### src/sv/d2d_pkg.sv
// Shared constants, stage payload types and the month-start table for the
// day-number-to-date converter. Used by every module under sv/.
// No dependencies.
package d2d_pkg;

    localparam int unsigned CountW     = 22;
    localparam int unsigned DayW       = 23;
    localparam int unsigned YearW      = 14;
    localparam int unsigned MonthW     = 4;
    localparam int unsigned MdayW      = 5;
    localparam int unsigned WeekdayW   = 3;

    localparam int unsigned UnixOffset = 719162;
    localparam int unsigned LastDay    = 3652058;
    localparam int unsigned Days400    = 400 * 365 + 97;
    localparam int unsigned Days100    = 100 * 365 + 24;
    localparam int unsigned Days4      = 4 * 365 + 1;
    localparam int unsigned Days1      = 365;
    localparam int unsigned Years400   = 400;
    localparam int unsigned Years100   = 100;
    localparam int unsigned Years4     = 4;

    // Reciprocals for the two wide constant divisions: floor(2^shift / divisor).
    localparam int unsigned Recip400   = 29398;
    localparam int unsigned Shift400   = 32;
    localparam int unsigned Recip4     = 1435;
    localparam int unsigned Shift4     = 21;

    // Index of the last 4-year cycle in a century, and of the last century.
    localparam int unsigned LastCycle4 = 24;
    localparam int unsigned LastCent   = 3;
    localparam int unsigned LastYear4  = 3;

    // Day of year (from 0) of Feb 29, and the date fields it decodes to.
    localparam int unsigned LeapDayDoy = 59;
    localparam int unsigned FebMonth   = 2;
    localparam int unsigned FebLastDay = 29;

    typedef struct packed {
        logic [17:0]         rem;
        logic [4:0]          q400;
        logic [WeekdayW-1:0] weekday;
        logic                oor;
    } t_split;

    typedef struct packed {
        logic [YearW-1:0]    year;
        logic [8:0]          doy;
        logic                leap;
        logic [WeekdayW-1:0] weekday;
        logic                oor;
    } t_yday;

    typedef struct packed {
        logic [YearW-1:0]    year;
        logic [MonthW-1:0]   month;
        logic [MdayW-1:0]    mday;
        logic [WeekdayW-1:0] weekday;
        logic                oor;
    } t_date;

    // Days before the start of each month (0 = January) in a common year.
    function automatic logic [8:0] month_start(input logic [3:0] idx);
        logic [8:0] v;
        case (idx)
            4'd0:    v = 9'd0;
            4'd1:    v = 9'd31;
            4'd2:    v = 9'd59;
            4'd3:    v = 9'd90;
            4'd4:    v = 9'd120;
            4'd5:    v = 9'd151;
            4'd6:    v = 9'd181;
            4'd7:    v = 9'd212;
            4'd8:    v = 9'd243;
            4'd9:    v = 9'd273;
            4'd10:   v = 9'd304;
            4'd11:   v = 9'd334;
            default: v = 9'd0;
        endcase
        return v;
    endfunction

endpackage

### src/sv/d2d_split.sv
// Front pipeline: epoch offset, range check, division by the 400-year cycle
// and the weekday (count modulo 7). Four register stages.
// Depends on d2d_pkg.
module d2d_split import d2d_pkg::*; (
    input  logic              i_clk,
    input  logic              i_rst_n,
    input  logic              i_valid,
    output logic              o_ready,
    input  logic [CountW-1:0] i_day_count,
    input  logic              i_from_unix_epoch,
    output logic              o_valid,
    input  logic              i_ready,
    output t_split            o_data
);

    logic [3:0] r_valid;
    logic [3:0] adv;

    // A stage moves when it is empty or the stage after it moves.
    always_comb begin
        adv[3] = !r_valid[3] || i_ready;
        adv[2] = !r_valid[2] || adv[3];
        adv[1] = !r_valid[1] || adv[2];
        adv[0] = !r_valid[0] || adv[1];
    end

    always_ff @(posedge i_clk) begin
        if (!i_rst_n) begin
            r_valid <= '0;
        end else begin
            if (adv[0]) r_valid[0] <= i_valid;
            if (adv[1]) r_valid[1] <= r_valid[0];
            if (adv[2]) r_valid[2] <= r_valid[1];
            if (adv[3]) r_valid[3] <= r_valid[2];
        end
    end

    // Stage 0: add the epoch offset and check the range.
    logic [DayW-1:0] n0_d, r0_d;
    logic            n0_oor, r0_oor;

    always_comb begin
        n0_d   = {1'b0, i_day_count}
               + (i_from_unix_epoch ? DayW'(UnixOffset) : DayW'(0));
        n0_oor = n0_d > DayW'(LastDay);
    end

    always_ff @(posedge i_clk) begin
        if (adv[0]) begin
            r0_d   <= n0_d;
            r0_oor <= n0_oor;
        end
    end

    // Stage 1: quotient estimate by reciprocal, and the sum of octal digits
    // (eight is one modulo seven, so the digit sum keeps the residue).
    logic [37:0]     prod1;
    logic [4:0]      n1_qe, r1_qe;
    logic [5:0]      n1_sum, r1_sum;
    logic [DayW-1:0] r1_d;
    logic            r1_oor;

    always_comb begin
        prod1  = 38'(r0_d) * 38'(Recip400);
        n1_qe  = prod1[Shift400+4:Shift400];
        n1_sum = 6'(r0_d[2:0])   + 6'(r0_d[5:3])   + 6'(r0_d[8:6])   + 6'(r0_d[11:9])
               + 6'(r0_d[14:12]) + 6'(r0_d[17:15]) + 6'(r0_d[20:18]) + 6'(r0_d[22:21]);
    end

    always_ff @(posedge i_clk) begin
        if (adv[1]) begin
            r1_d   <= r0_d;
            r1_qe  <= n1_qe;
            r1_sum <= n1_sum;
            r1_oor <= r0_oor;
        end
    end

    // Stage 2: remainder for the estimate, which may still be one short.
    logic [DayW-1:0]     prod2, diff2;
    logic [3:0]          fold2;
    logic [18:0]         n2_rem, r2_rem;
    logic [WeekdayW-1:0] n2_wd, r2_wd;
    logic [4:0]          r2_qe;
    logic                r2_oor;

    always_comb begin
        prod2  = DayW'(r1_qe) * DayW'(Days400);
        diff2  = r1_d - prod2;
        n2_rem = diff2[18:0];
        fold2  = 4'(r1_sum[5:3]) + 4'(r1_sum[2:0]);
        if (fold2 >= 4'd14) begin
            n2_wd = 3'(fold2 - 4'd14);
        end else if (fold2 >= 4'd7) begin
            n2_wd = 3'(fold2 - 4'd7);
        end else begin
            n2_wd = fold2[2:0];
        end
    end

    always_ff @(posedge i_clk) begin
        if (adv[2]) begin
            r2_rem <= n2_rem;
            r2_qe  <= r1_qe;
            r2_wd  <= n2_wd;
            r2_oor <= r1_oor;
        end
    end

    // Stage 3: correct the estimate by one where the remainder is too large.
    t_split n3_data, r3_data;

    always_comb begin
        n3_data.weekday = r2_wd;
        n3_data.oor     = r2_oor;
        if (r2_rem >= 19'(Days400)) begin
            n3_data.rem  = 18'(r2_rem - 19'(Days400));
            n3_data.q400 = r2_qe + 5'd1;
        end else begin
            n3_data.rem  = r2_rem[17:0];
            n3_data.q400 = r2_qe;
        end
    end

    always_ff @(posedge i_clk) begin
        if (adv[3]) begin
            r3_data <= n3_data;
        end
    end

    assign o_ready = adv[0];
    assign o_valid = r_valid[3];
    assign o_data  = r3_data;

endmodule

### src/sv/d2d_cycles.sv
// Middle pipeline: splits the day within a 400-year cycle into centuries,
// 4-year cycles and years, builds the year and the leap flag. Five stages.
// Depends on d2d_pkg.
module d2d_cycles import d2d_pkg::*; (
    input  logic   i_clk,
    input  logic   i_rst_n,
    input  logic   i_valid,
    output logic   o_ready,
    input  t_split i_data,
    output logic   o_valid,
    input  logic   i_ready,
    output t_yday  o_data
);

    logic [4:0] r_valid;
    logic [4:0] adv;

    always_comb begin
        adv[4] = !r_valid[4] || i_ready;
        adv[3] = !r_valid[3] || adv[4];
        adv[2] = !r_valid[2] || adv[3];
        adv[1] = !r_valid[1] || adv[2];
        adv[0] = !r_valid[0] || adv[1];
    end

    always_ff @(posedge i_clk) begin
        if (!i_rst_n) begin
            r_valid <= '0;
        end else begin
            if (adv[0]) r_valid[0] <= i_valid;
            if (adv[1]) r_valid[1] <= r_valid[0];
            if (adv[2]) r_valid[2] <= r_valid[1];
            if (adv[3]) r_valid[3] <= r_valid[2];
            if (adv[4]) r_valid[4] <= r_valid[3];
        end
    end

    // Stage 0: centuries by compare; the last day of the cycle lands in the
    // last century (index 3), which is the clamp the calendar needs.
    logic [1:0]          n0_q100, r0_q100;
    logic [15:0]         n0_r1, r0_r1;
    logic [YearW-1:0]    n0_year, r0_year;
    logic [WeekdayW-1:0] r0_wd;
    logic                r0_oor;

    always_comb begin
        if (i_data.rem >= 18'(3 * Days100)) begin
            n0_q100 = 2'd3;
        end else if (i_data.rem >= 18'(2 * Days100)) begin
            n0_q100 = 2'd2;
        end else if (i_data.rem >= 18'(Days100)) begin
            n0_q100 = 2'd1;
        end else begin
            n0_q100 = 2'd0;
        end
        n0_r1   = 16'(i_data.rem - 18'(32'(n0_q100) * Days100));
        n0_year = YearW'(32'(i_data.q400) * Years400);
    end

    always_ff @(posedge i_clk) begin
        if (adv[0]) begin
            r0_q100 <= n0_q100;
            r0_r1   <= n0_r1;
            r0_year <= n0_year;
            r0_wd   <= i_data.weekday;
            r0_oor  <= i_data.oor;
        end
    end

    // Stage 1: 4-year cycle estimate by reciprocal.
    logic [26:0]         prod1;
    logic [4:0]          n1_qe, r1_qe;
    logic [YearW-1:0]    n1_year, r1_year;
    logic [15:0]         r1_r1;
    logic [1:0]          r1_q100;
    logic [WeekdayW-1:0] r1_wd;
    logic                r1_oor;

    always_comb begin
        prod1   = 27'(r0_r1) * 27'(Recip4);
        n1_qe   = prod1[Shift4+4:Shift4];
        n1_year = r0_year + YearW'(32'(r0_q100) * Years100);
    end

    always_ff @(posedge i_clk) begin
        if (adv[1]) begin
            r1_qe   <= n1_qe;
            r1_year <= n1_year;
            r1_r1   <= r0_r1;
            r1_q100 <= r0_q100;
            r1_wd   <= r0_wd;
            r1_oor  <= r0_oor;
        end
    end

    // Stage 2: remainder for the estimate.
    logic [15:0]         diff2;
    logic [11:0]         n2_rem, r2_rem;
    logic [4:0]          r2_qe;
    logic [YearW-1:0]    r2_year;
    logic [1:0]          r2_q100;
    logic [WeekdayW-1:0] r2_wd;
    logic                r2_oor;

    always_comb begin
        diff2  = r1_r1 - 16'(32'(r1_qe) * Days4);
        n2_rem = diff2[11:0];
    end

    always_ff @(posedge i_clk) begin
        if (adv[2]) begin
            r2_rem  <= n2_rem;
            r2_qe   <= r1_qe;
            r2_year <= r1_year;
            r2_q100 <= r1_q100;
            r2_wd   <= r1_wd;
            r2_oor  <= r1_oor;
        end
    end

    // Stage 3: correct the 4-year quotient.
    logic [10:0]         n3_r2, r3_r2;
    logic [4:0]          n3_q4, r3_q4;
    logic [YearW-1:0]    r3_year;
    logic [1:0]          r3_q100;
    logic [WeekdayW-1:0] r3_wd;
    logic                r3_oor;

    always_comb begin
        if (r2_rem >= 12'(Days4)) begin
            n3_r2 = 11'(r2_rem - 12'(Days4));
            n3_q4 = r2_qe + 5'd1;
        end else begin
            n3_r2 = r2_rem[10:0];
            n3_q4 = r2_qe;
        end
    end

    always_ff @(posedge i_clk) begin
        if (adv[3]) begin
            r3_r2   <= n3_r2;
            r3_q4   <= n3_q4;
            r3_year <= r2_year;
            r3_q100 <= r2_q100;
            r3_wd   <= r2_wd;
            r3_oor  <= r2_oor;
        end
    end

    // Stage 4: years by compare, clamped so Dec 31 of a leap year stays in it.
    // A year is leap when it ends a 4-year cycle, unless that cycle ends a
    // century that does not also end the 400-year cycle.
    logic [1:0] q1;
    t_yday      n4_data, r4_data;

    always_comb begin
        if (r3_r2 >= 11'(3 * Days1)) begin
            q1 = 2'd3;
        end else if (r3_r2 >= 11'(2 * Days1)) begin
            q1 = 2'd2;
        end else if (r3_r2 >= 11'(Days1)) begin
            q1 = 2'd1;
        end else begin
            q1 = 2'd0;
        end
        n4_data.doy     = 9'(r3_r2 - 11'(32'(q1) * Days1));
        n4_data.leap    = (q1 == 2'(LastYear4))
                       && ((r3_q4 != 5'(LastCycle4)) || (r3_q100 == 2'(LastCent)));
        n4_data.year    = r3_year + YearW'(32'(r3_q4) * Years4) + YearW'(q1) + YearW'(1);
        n4_data.weekday = r3_wd;
        n4_data.oor     = r3_oor;
    end

    always_ff @(posedge i_clk) begin
        if (adv[4]) begin
            r4_data <= n4_data;
        end
    end

    assign o_ready = adv[0];
    assign o_valid = r_valid[4];
    assign o_data  = r4_data;

endmodule

### src/sv/d2d_month.sv
// Back pipeline: turns the day of the year into month and day of month with
// the month-start table, and blanks results that are out of range. Two stages.
// Depends on d2d_pkg.
module d2d_month import d2d_pkg::*; (
    input  logic  i_clk,
    input  logic  i_rst_n,
    input  logic  i_valid,
    output logic  o_ready,
    input  t_yday i_data,
    output logic  o_valid,
    input  logic  i_ready,
    output t_date o_data
);

    logic [1:0] r_valid;
    logic [1:0] adv;

    always_comb begin
        adv[1] = !r_valid[1] || i_ready;
        adv[0] = !r_valid[0] || adv[1];
    end

    always_ff @(posedge i_clk) begin
        if (!i_rst_n) begin
            r_valid <= '0;
        end else begin
            if (adv[0]) r_valid[0] <= i_valid;
            if (adv[1]) r_valid[1] <= r_valid[0];
        end
    end

    // Stage 0: in a leap year, days after Feb 29 shift back by one so the
    // common-year table applies; Feb 29 itself is flagged.
    logic [8:0]          n0_adj, r0_adj;
    logic                n0_feb29, r0_feb29;
    logic [YearW-1:0]    r0_year;
    logic [WeekdayW-1:0] r0_wd;
    logic                r0_oor;

    always_comb begin
        n0_feb29 = i_data.leap && (i_data.doy == 9'(LeapDayDoy));
        if (i_data.leap && (i_data.doy > 9'(LeapDayDoy))) begin
            n0_adj = i_data.doy - 9'd1;
        end else begin
            n0_adj = i_data.doy;
        end
    end

    always_ff @(posedge i_clk) begin
        if (adv[0]) begin
            r0_adj   <= n0_adj;
            r0_feb29 <= n0_feb29;
            r0_year  <= i_data.year;
            r0_wd    <= i_data.weekday;
            r0_oor   <= i_data.oor;
        end
    end

    // Stage 1: month lookup against the eleven month starts, then the day.
    logic [3:0] midx;
    t_date      n1_data, r1_data;

    always_comb begin
        midx = 4'd0;
        for (int k = 1; k < 12; k++) begin
            if (r0_adj >= month_start(4'(k))) begin
                midx = 4'(k);
            end
        end
        n1_data.year    = r0_year;
        n1_data.weekday = r0_wd;
        n1_data.oor     = r0_oor;
        if (r0_feb29) begin
            n1_data.month = MonthW'(FebMonth);
            n1_data.mday  = MdayW'(FebLastDay);
        end else begin
            n1_data.month = midx + 4'd1;
            n1_data.mday  = 5'(r0_adj - month_start(midx) + 9'd1);
        end
        if (r0_oor) begin
            n1_data.year    = '0;
            n1_data.month   = '0;
            n1_data.mday    = '0;
            n1_data.weekday = '0;
        end
    end

    always_ff @(posedge i_clk) begin
        if (adv[1]) begin
            r1_data <= n1_data;
        end
    end

    assign o_ready = adv[0];
    assign o_valid = r_valid[1];
    assign o_data  = r1_data;

endmodule

### src/sv/day_number_to_date.sv
// Day number to Gregorian date converter, top level.
// Depends on d2d_pkg, d2d_split, d2d_cycles and d2d_month.
//
// A request on the slave channel carries a day count in tdata and, in tuser,
// a flag that moves the origin from 0001-01-01 to 1970-01-01. Each request
// yields exactly one result on the master channel: year, month, day of month
// and weekday (Monday = 0) in tdata, and in tuser a range flag that is set
// when the count lies past 9999-12-31, with all date fields then zero.
//
// The datapath is an eleven-stage pipeline: four stages for the offset, the
// 400-year division and the weekday, five for the century, 4-year and year
// split, two for the month lookup. One request is taken in every cycle unless
// a stall has filled all stages, bounded by the reciprocal multiply and
// correct steps that each take their own stage. Every stage holds a valid
// bit, and a stage moves whenever it is empty or the stage after it moves, so
// bubbles close up while the receiver stalls and o_s_tready falls only when
// all eleven stages hold results. A stall never drops or repeats a result.
// Reset clears the valid bits; the pipeline is empty and ready in the first
// cycle after it.
module day_number_to_date import d2d_pkg::*; (
    input  logic        i_clk,
    input  logic        i_rst_n,
    input  logic        i_s_tvalid,
    output logic        o_s_tready,
    input  logic [23:0] i_s_tdata,   // [21:0] day_count, [23:22] zero
    input  logic [0:0]  i_s_tuser,   // [0] from_unix_epoch
    output logic        o_m_tvalid,
    input  logic        i_m_tready,
    output logic [31:0] o_m_tdata,   // [13:0] year, [17:14] month,
                                     // [22:18] day_of_month, [25:23] weekday,
                                     // [31:26] zero
    output logic [0:0]  o_m_tuser    // [0] out_of_range
);

    logic   split_valid, split_ready;
    t_split split_data;
    logic   yday_valid, yday_ready;
    t_yday  yday_data;
    t_date  date;

    d2d_split u_split (
        .i_clk             (i_clk),
        .i_rst_n           (i_rst_n),
        .i_valid           (i_s_tvalid),
        .o_ready           (o_s_tready),
        .i_day_count       (i_s_tdata[CountW-1:0]),
        .i_from_unix_epoch (i_s_tuser[0]),
        .o_valid           (split_valid),
        .i_ready           (split_ready),
        .o_data            (split_data)
    );

    d2d_cycles u_cycles (
        .i_clk   (i_clk),
        .i_rst_n (i_rst_n),
        .i_valid (split_valid),
        .o_ready (split_ready),
        .i_data  (split_data),
        .o_valid (yday_valid),
        .i_ready (yday_ready),
        .o_data  (yday_data)
    );

    d2d_month u_month (
        .i_clk   (i_clk),
        .i_rst_n (i_rst_n),
        .i_valid (yday_valid),
        .o_ready (yday_ready),
        .i_data  (yday_data),
        .o_valid (o_m_tvalid),
        .i_ready (i_m_tready),
        .o_data  (date)
    );

    assign o_m_tdata = {6'd0, date.weekday, date.mday, date.month, date.year};
    assign o_m_tuser = date.oor;

`ifndef SYNTH
    // An out-of-range result carries an all-zero date.
    a_oor_zero: assert property (@(posedge i_clk) disable iff (!i_rst_n)
        (o_m_tvalid && o_m_tuser[0]) |-> (o_m_tdata == 32'd0))
        else $error("out-of-range result with nonzero date fields");

    // An in-range result is a well-formed date.
    a_fields: assert property (@(posedge i_clk) disable iff (!i_rst_n)
        (o_m_tvalid && !o_m_tuser[0]) |->
            (o_m_tdata[13:0] != 14'd0) && (o_m_tdata[17:14] != 4'd0)
            && (o_m_tdata[17:14] <= 4'd12) && (o_m_tdata[22:18] != 5'd0)
            && (o_m_tdata[25:23] <= 3'd6))
        else $error("in-range result with an invalid date field");

    // With the output register empty every stage can move.
    a_ready: assert property (@(posedge i_clk) disable iff (!i_rst_n)
        !o_m_tvalid |-> o_s_tready)
        else $error("input stalled while the output is empty");

    // Reset empties the pipeline.
    a_reset: assert property (@(posedge i_clk)
        !i_rst_n |=> !o_m_tvalid)
        else $error("result valid right after reset");
`endif

endmodule
### config.mk
export PLATFORM = sky130hd
export DESIGN_NAME = day_number_to_date
export DESIGN_NICKNAME = d
export VERILOG_FILES = /design/src/sv/d2d_pkg.sv /design/src/sv/d2d_split.sv /design/src/sv/d2d_cycles.sv /design/src/sv/d2d_month.sv /design/src/sv/day_number_to_date.sv
export SDC_FILE = /design/constraint.sdc
export NUM_CORES = 1
export LEC_CHECK = 0
export BUFFER_PORTS_ARGS = -buffer_cell sky130_fd_sc_hd__buf_4
export CAP_MARGIN = 10
export CORE_ASPECT_RATIO = 1.25
export CORE_MARGIN = 2
export CORE_UTILIZATION = 50
export CTS_CLUSTER_DIAMETER = 50
export CTS_CLUSTER_SIZE = 12
export DETAILED_ROUTE_END_ITERATION = 12
export PLACE_DENSITY = 0.66
export SLEW_MARGIN = 5
export SYNTH_ARGS = -nofsm -noshare
export SYNTH_HDL_FRONTEND = slang
export SYNTH_SLANG_ARGS = --single-unit
### constraint.sdc
create_clock -name i_clk -period 9.6 [get_ports i_clk]
set_clock_uncertainty 0.2 [all_clocks]
set_input_delay 1.92 -clock i_clk [delete_from_list [all_inputs] [get_ports i_clk]]
set_output_delay 1.92 -clock i_clk [all_outputs]
set_load 0.03 [all_outputs]
# After elaboration in Yosys (flattened, before gate mapping)
# Memory sizes are Yosys's and may differ from the RTL's.
# Index checks and enable logic that the tools add are counted.
# word_totals
wordCells,181
latchBits,0
memories,1
romBits,144
ff_bits,346
ramBits,0
# op_classes
add_sub_neg,27
bitwise_logic,0
order_cmp,23
eq_ne,4
mul,8
n_reduce_logical,27
mux,26
div_mod_pow,0
shifts,0
# mem_list
memory,words,width,read_ports,rd_clocked_by_memory_dff,write_ports,line,source
(name not given),16,9,1,0,0,d2d_pkg.sv:65,case (idx)
# ops
cell,n
$ge 18x17->1 const B,2
$ge 9x8->1 const B,4
$mul 23x14->36 const B,1
$ge 9x9->1 const B,3
$mul 16x11->26 const B,1
$add 6x3->6,4
$add 22x23->23,1
$gt 23x22->1 const B,1
$mux 23,1
$mux 20,1
$ge 19x18->1 const B,1
$mul 5x18->19 const B,1
$sub 19x19->19,1
$ge 18x16->1 const B,1
$ge 9x7->1 const B,2
$mux 3,6
$sub 18x18->18 const B,1
$mux 4,4
$sub 16x16->16,1
$add 5x1->5 const B,3
$add 14x1->14 const B,1
$add 14x2->14,1
$add 14x7->14,1
$add 14x9->14,1
37 further kinds,71

# Depth between registers and ports, before layout
# Gate-level depths: netlist of run 1.
# An unclocked memory read counts as a cell.
# depth
depth_word,17
ltp_mapped,21
ltp_nobuf,21

# Modules after synthesis
# From an unflattened synthesis of run 1, not the netlist that was laid out.
# unflattened
cells_unflattened,2449
hier_area_um2,28169.5
# modules_own_cells
module,seq_area_each_um2,cells_each,area_per_inst_um2,n_inst
d2d_split,3383.2,1203,13280.2,1
d2d_cycles,4844.6,1022,12044.1,1
d2d_month,1691.6,217,2796.4,1
day_number_to_date,0.0,7,48.8,1

# Worst setup path after synthesis of run 1
# No wires, ideal clock.
# synth_timing
path_type,input to output
from,in i_m_tready
to,out o_s_tready
setup_slack_ps,3383
path_buffers,0
t_arrival_ps,4097
path_stages,7
required_time_ps,7480
cell_sequence,nor2b_1 inv_1 nor2_1 and2_1 and3_1 and3_1 nand2_1
# synth_between
elab_chain_len,11
# synth_lines
element,line,source
start: declaration,day_number_to_date.sv:28,"input logic i_m_tready,"
$logic_or 1x1->1,d2d_month.sv:19,adv[1] = !r_valid[1] || i_ready;
net u_month.adv[1],d2d_month.sv:16,logic [1:0] adv;
$logic_or 1x1->1,d2d_month.sv:20,adv[0] = !r_valid[0] || adv[1];
$logic_or 1x1->1,d2d_cycles.sv:19,adv[4] = !r_valid[4] || i_ready;
$logic_or 1x1->1,d2d_cycles.sv:20,adv[3] = !r_valid[3] || adv[4];
$logic_or 1x1->1,d2d_cycles.sv:21,adv[2] = !r_valid[2] || adv[3];
$logic_or 1x1->1,d2d_cycles.sv:22,adv[1] = !r_valid[1] || adv[2];
$logic_or 1x1->1,d2d_cycles.sv:23,adv[0] = !r_valid[0] || adv[1];
$logic_or 1x1->1,d2d_split.sv:21,adv[3] = !r_valid[3] || i_ready;
$logic_or 1x1->1,d2d_split.sv:22,adv[2] = !r_valid[2] || adv[3];
$logic_or 1x1->1,d2d_split.sv:23,adv[1] = !r_valid[1] || adv[2];
$logic_or 1x1->1,d2d_split.sv:24,adv[0] = !r_valid[0] || adv[1];
end: declaration,day_number_to_date.sv:24,"output logic o_s_tready,"
# The timed path passes the listed nets, and every way through them passes these cells.

# Worst setup path after layout of run 1
# Ends and elaborated chain as after synthesis.

==> results by group, run 1 <==
Synth
  – Most frequent cell after synthesis: inv_1
  – Sequential area share after synthesis: between 30% and 40%
  – Share of the synthesized area in the top cell type: 35.1%
  – Leading area contributor after synthesis: edfxtp_1
  – Top cells by area, synth: edfxtp_1 35%, ha_1 19%, fa_1 18%
  – Number of synthesized flops with an enable pin: 323
  – Mean post-synth cell area: ~12 µm²
  – Mapped cell area: approximately 28000 µm²
  – Synth top cells by count: 500 x inv_1, 420 x ha_1, 323 x edfxtp_1, 253 x fa_1, 114 x xnor2_1
  – FFs w/ async S/R, synth: 0%
  – Cell count after synthesis: approximately 2400
  – Distinct cells, synth: 76
  – Register bit total from synthesis: 334
  – Top_reg_cell synth: edfxtp_1
  – YS warnings: 0

Die
  – IO Pins: 64
  – Die W: roughly 210 µm
  – Die height: around 270 µm
  – Rows: 96
  – Starting Density: between 50% and 60%
  – Core area: 54800 µm²
  – Full die area: 57100 µm²

Global route
  – GRT Total Usage: between 10% and 20%
  – Vias in the first global route: ~18000
  – Initial antenna violation count: 0
  – First-pass GRT wire length: approximately 84000 µm
  – Largest net degree at the start of global routing: 34
  – Total grt overflow: 0

Clocking
  – CTS tree: yes
  – Clock-pin slew on the worst setup and hold paths: around 60 ps
  – Cts bufs inserted: 40
  – Clock Latency Late Sink: ~560 ps
  – Setup bufs post-CTS: 0
  – Post-cts sizing count: 0
  – CTS root buf: clkbuf_16
  – Clock Path Buffers: 3
  – Number of hold buffers added after CTS: 0
  – Sink Count: between 300 and 400
  – Total number of H-tree levels: 2

Detailed routing
  – Vias/cell: between 5 and 6
  – Wire per inst: 15.5 µm
  – Drt total wl: between 40000 and 50000 µm
  – Via count: 16768
  – Initial DRC Count: 541
  – ANT nets after route: 0
  – DRT Pass-1 Iters: 5
  – # DRC: 0

Place
  – Port bufs: 55
  – Detailed Place HPWL: approximately 40000 µm
  – GPL Wtd Cong: 0.871

Setup path
  – Slowest cell on crit path: nand2_1
  – Reg2reg path depth: 17
  – R2r startpoint: u_split.r0_d[4]
  – Family with the most delay on the worst path: simple AND/OR/NAND/NOR gates
  – Required time of the critical path: about 7500 ps
  – Setup crit end kind: output port
  – Critical path type: primary input to output port
  – Worst Setup Start Kind: primary input
  – Crit path buf inv count: 3
  – Critical path, cell by cell: buf_4 > nor2b_1 > inv_1 > nor2_1 > and2_1 > and3_1 > and3_1 > nand2_1 > buf_4
  – CP Max Fanout: 28
  – CP max stage delay: 650 ps
  – R2r endpoint: u_split.r1_qe[1]
  – Crit path DAT: 5010 ps
  – R2R Setup Slk: roughly 3000 ps

STA
  – Fmax: about 0.14 GHz
  – Slew Limit Headroom: roughly 27%
  – Fin crit period: between 7000 and 8000 ps
  – Worst Tran Pin Value: between 1000 and 1500 ps
  – Final Slew Violations: 0
  – RSZ-0062 raised after global routing: no
  – Tcrit/Tclk final: 74.3%
  – Fin Setup TNS: 0 ps
  – Setup violations, final: 0
  – Final hold vios: 0

Layout
  – Filler Cells Inserted: ~4700
  – Ant. Diodes: 0
  – Final nets: approximately 3200
  – Layout cells sized above 1: under 10%
  – P&R area growth vs syn: 9.21%

Worst hold path
  – Worst Hold Path EP: u_cycles.o_data[1]
  – Hold Startpoint: u_cycles.r3_wd[0]
  – Hold crit path type: flop to flop
  – Hold Crit Depth: 0

Run
  – Max cap viols: 0

Run status
  – Outcome: finished, final reports clean
sequential cells by signal, indices dropped and copies added (netlist names), 5 cells and up:
register	cells
u_cycles.o_data	28
u_cycles.r3_year	11
u_cycles.r3_r2	11
u_cycles.r_valid	5
u_split.r1_sum	6
u_split.r0_d	23
u_cycles.r1_year	11
u_cycles.r2_rem	12
u_cycles.r2_qe	5
u_cycles.r2_year	11
u_split.r1_qe	5
u_split.o_data	27
u_month.o_data	27
u_cycles.r1_r1	12
u_cycles.r3_q4	5
u_month.r0_adj	9
u_split.r2_rem	19
u_cycles.r0_year	10
u_cycles.r1_qe	5
u_split.r2_qe	5
u_split.r1_d	19
u_month.r0_year	14
u_cycles.r0_r1	16
metal layers:
metal	vias up	part of all wire, %	global-route usage [%]
met5	-	0	0
met1	8291	38	19.5
li1	8157	-	-
met4	0	3.1	6.33
met3	101	2.5	2.42
met2	219	56	36.0
worst max-delay path by stage:
stage	endpoint	slack (ps)	cells past startpoint	startpoint
after detailed placement	o_s_tready	2450	9	i_m_tready
final	o_s_tready	2470	9	i_m_tready
after floorplan	o_s_tready	3380	7	i_m_tready
after CTS	o_s_tready	2450	9	i_m_tready
after global placement	o_s_tready	2520	9	i_m_tready
after global routing	o_s_tready	2040	9	i_m_tready
stage by stage:
step	std cells	utilization [%]	hold WS (ps)	cell area, µm²	worst slack, ps
floorplan	2370	-	200	27600	3380
global placement	3144	52.8	201	28900	2520
detailed placement	3144	52.8	205	28900	2450
CTS	3215	55.0	213	30100	2450
global route	3215	55.0	224	30100	2040
finish	3215	55.0	215	30100	2470
logic make-up (layout without fill, tap and decap cells):
kind of cell / after synthesis / after routing / share of synthesized area, %
buffers and inverters: 526 / 636 / 7.28
XOR/XNOR: 159 / 159 / 5.07
adder cells (fa/ha/maj): 673 / 673 / 37.4
flip-flops: 334 / 334 / 35.9
AO/OA/AOI/OAI: 311 / 311 / 7.60
AND/OR/NAND/NOR: 354 / 354 / 6.44
other: 1 / 6 / 0.0136
multiplexers: 7 / 7 / 0.263
placed cells by master (no fill, tap or decap), types with 7 or more instances in the layout:
cell type / netlist / final
o21a_1: 24 / 24
xor2_1: 44 / 44
buf_4: 6 / 65
a31o_2: 7 / 7
nor3_1: 29 / 29
a31oi_1: 11 / 11
fa_1: 253 / 253
o211ai_1: 11 / 11
a21oi_1: 78 / 78
a21o_1: 33 / 33
nand2_1: 75 / 75
nand2b_1: 10 / 10
o21bai_1: 8 / 8
nand3_1: 28 / 28
nand4_1: 16 / 16
clkbuf_1: 16 / 15
edfxtp_1: 323 / 323
o21ai_0: 55 / 55
nor2_1: 92 / 92
and2_1: 9 / 9
nor2b_1: 39 / 39
a211oi_1: 8 / 8
o2111ai_1: 11 / 11
dfxtp_1: 11 / 11
nor3b_1: 7 / 7
and3_1: 14 / 14
clkbuf_16: 0 / 40
xnor2_1: 114 / 114
inv_1: 500 / 500
ha_1: 420 / 420
cell type report:
class / count / area, µm² / share of cell area (%)
clock buffer: 55 / 1060 / 3.51
clock inverter: 16 / 181 / 0.602
inverter: 500 / 1880 / 6.23
multi-input combinational: 1510 / 15700 / 52.1
sequential: 334 / 9920 / 32.9
tap: 735 / 920 / 3.05
timing repair buffer: 65 / 488 / 1.62
worst reg2reg max path, cell delays in order (launching register included):
cell and delay [ps]:
edfxtp_1 750, inv_1 260, fa_1 590, inv_1 50, fa_1 500, inv_1 60, fa_1 510, fa_1 530
fa_1 510, fa_1 510, inv_1 40, ha_1 300, a211oi_1 310, o311a_1 360, nor2_1 70, or3b_2 470
a21oi_1 190, xnor2_1 80
Power of run 1 is not shown: default switching activity piles up to over one toggle a cycle in this logic, so the estimate is an artifact.
==> run 2: changes to the inputs <==
--- a/config.mk
+++ b/config.mk
@@ -13,7 +13,7 @@
 export CTS_CLUSTER_DIAMETER = 50
 export CTS_CLUSTER_SIZE = 12
 export DETAILED_ROUTE_END_ITERATION = 12
-export PLACE_DENSITY = 0.66
+export PLACE_DENSITY = 0.69
 export SLEW_MARGIN = 5
 export SYNTH_ARGS = -nofsm -noshare
 export SYNTH_HDL_FRONTEND = slang
==> constraint.sdc (replaced) <==
create_clock -name i_clk -period 6 [get_ports i_clk]
set_clock_uncertainty 0.2 [all_clocks]
set_input_delay 1.2 -clock i_clk [delete_from_list [all_inputs] [get_ports i_clk]]
set_output_delay 1.2 -clock i_clk [all_outputs]
set_load 0.03 [all_outputs]
==> results by group, run 2 (synthesis gave the netlist of run 1 again) <==
Layout
  – Finished Cell Area: 30400 µm²
  – Layout cells sized above 1: ~7.4%
  – Commonest non-fill, non-tap cells in the layout: 496 x inv_1, 418 x ha_1, 323 x edfxtp_1
  – Largest register FFs: 28
  – Commonest non-fill, non-tap cell in the layout: inv_1
  – P&R area growth vs syn: 10.2%
  – Ant. Diodes: 0
  – Final nets: around 3200

Global route
  – Initial antenna violation count: 0
  – GRT Total Usage: between 10% and 20%
  – Largest net degree at the start of global routing: 34
  – Total grt overflow: 0
  – Vias in the first global route: between 15000 and 20000
  – First-pass GRT wire length: around 88000 µm

Clocking
  – CTS tree: yes
  – Clock-pin slew on the worst setup and hold paths: around 60 ps
  – Sink Count: 334
  – Clock Path Buffers: 3
  – Number of hold buffers added after CTS: 0
  – Clock Latency Late Sink: around 550 ps
  – CTS root buf: clkbuf_16
  – Cts bufs inserted: 41
  – Total number of H-tree levels: 2

Setup path
  – Setup crit end kind: flop
  – Crit path DAT: a little under 6000 ps
  – Critical path type: flop to flop
  – CP Max Fanout: 7
  – R2R Setup Slk: between 100 and 150 ps
  – Worst Setup Start Kind: flop
  – Required time of the critical path: approximately 6100 ps

STA
  – Fmax: around 0.17 GHz
  – Final Slew Violations: 0
  – Fin crit period: roughly 5900 ps
  – Fin Setup TNS: 0 ps
  – Slew Limit Headroom: 21.1%
  – RSZ-0062 raised after global routing: no
  – Worst Tran Pin Value: ~1200 ps
  – Tcrit/Tclk final: just under 100%
  – Setup violations, final: 0
  – Final hold vios: 0

Die
  – Full die area: approximately 57000 µm²
  – Starting Density: roughly 50%
  – Core area: between 50000 and 60000 µm²
  – IO Pins: 64
  – Rows: between 90 and 100
  – Die height: approximately 270 µm
  – Die W: 214 µm

Detailed routing
  – DRT Pass-1 Iters: 6
  – Wire per inst: between 15 and 20 µm
  – ANT nets after route: 0
  – # DRC: 0
  – Vias/cell: about 5.3
  – Initial DRC Count: around 560
  – Drt total wl: between 50000 and 60000 µm
  – Via count: about 17000

Worst hold path
  – Hold crit path type: flop to flop

Run
  – Max cap viols: 0

Place
  – Port bufs: 55
  – Detailed Place HPWL: 44000 µm
  – Placement Cell Area: between 20000 and 30000 µm²
  – GPL Wtd Cong: about 0.9

Run status
  – Outcome: finished, final reports clean
==> run 2: path summary, 6_finish.rpt <==
path,cells past startpoint,startpoint,end
setup / recovery,17,u_split.r0_d[2],u_split.r1_qe[4]
hold / removal,0,u_cycles.r1_wd[0],u_cycles.r2_wd[0]
hold reg to reg,0,u_cycles.r1_wd[0],u_cycles.r2_wd[0]
setup reg to reg,17,u_split.r0_d[2],u_split.r1_qe[4]
==> run 2: worst max-delay path: stages, from the launching register on <==
cell       delay [ps]
edfxtp_1          410
buf_4             190
fa_1              450
fa_1              490
inv_1              60
fa_1              490
fa_1              560
inv_1              60
fa_1              490
fa_1              550
ha_4              220
o21a_1            180
o211ai_1          280
o311a_4           280
o2111ai_2         160
a31o_2            280
a21oi_1           170
xnor2_1            70
==> run 2: cell type report <==
cell class	count	area, µm²
Sequential cell	334	9920
Clock inverter	19	221
Clock buffer	43	1030
Inverter	500	1880
Multi-Input combinational cell	1510	15800
Timing Repair Buffer	92	694
Fill cell	4588	24400
Tap cell	735	920
==> run 2: what timing repair did <==
action / 4_1_cts / 5_1_grt
pin swaps: 5 / 6
cloned: 0 / 0
setup buffers: 0 / 1
gates resized for setup: 5 / 9
setup endpoints to repair: 3 / 4
==> run 2: layer usage <==
layer	global-route usage [%]	share of wire, %
met1	18.6	35
met4	9.74	5.1
met5	0	0
met3	2.09	2.4
met2	39.9	58
==> run 2: per-stage QoR <==
step | hold slack [ps] | instances | setup slack (ps) | utilization, %
2_1_floorplan | 200 | 2370 | 161 | -
4_1_cts | 204 | 3232 | 3.30 | 55.5
6_report | 204 | 3233 | 136 | 55.5
5_1_grt | 213 | 3233 | 4.84 | 55.5
3_5_place_dp | 205 | 3170 | -96.8 | 53.1
3_3_place_gp | 202 | 3170 | -0.441 | 53.1
Power of run 2 is left out for the same reason.
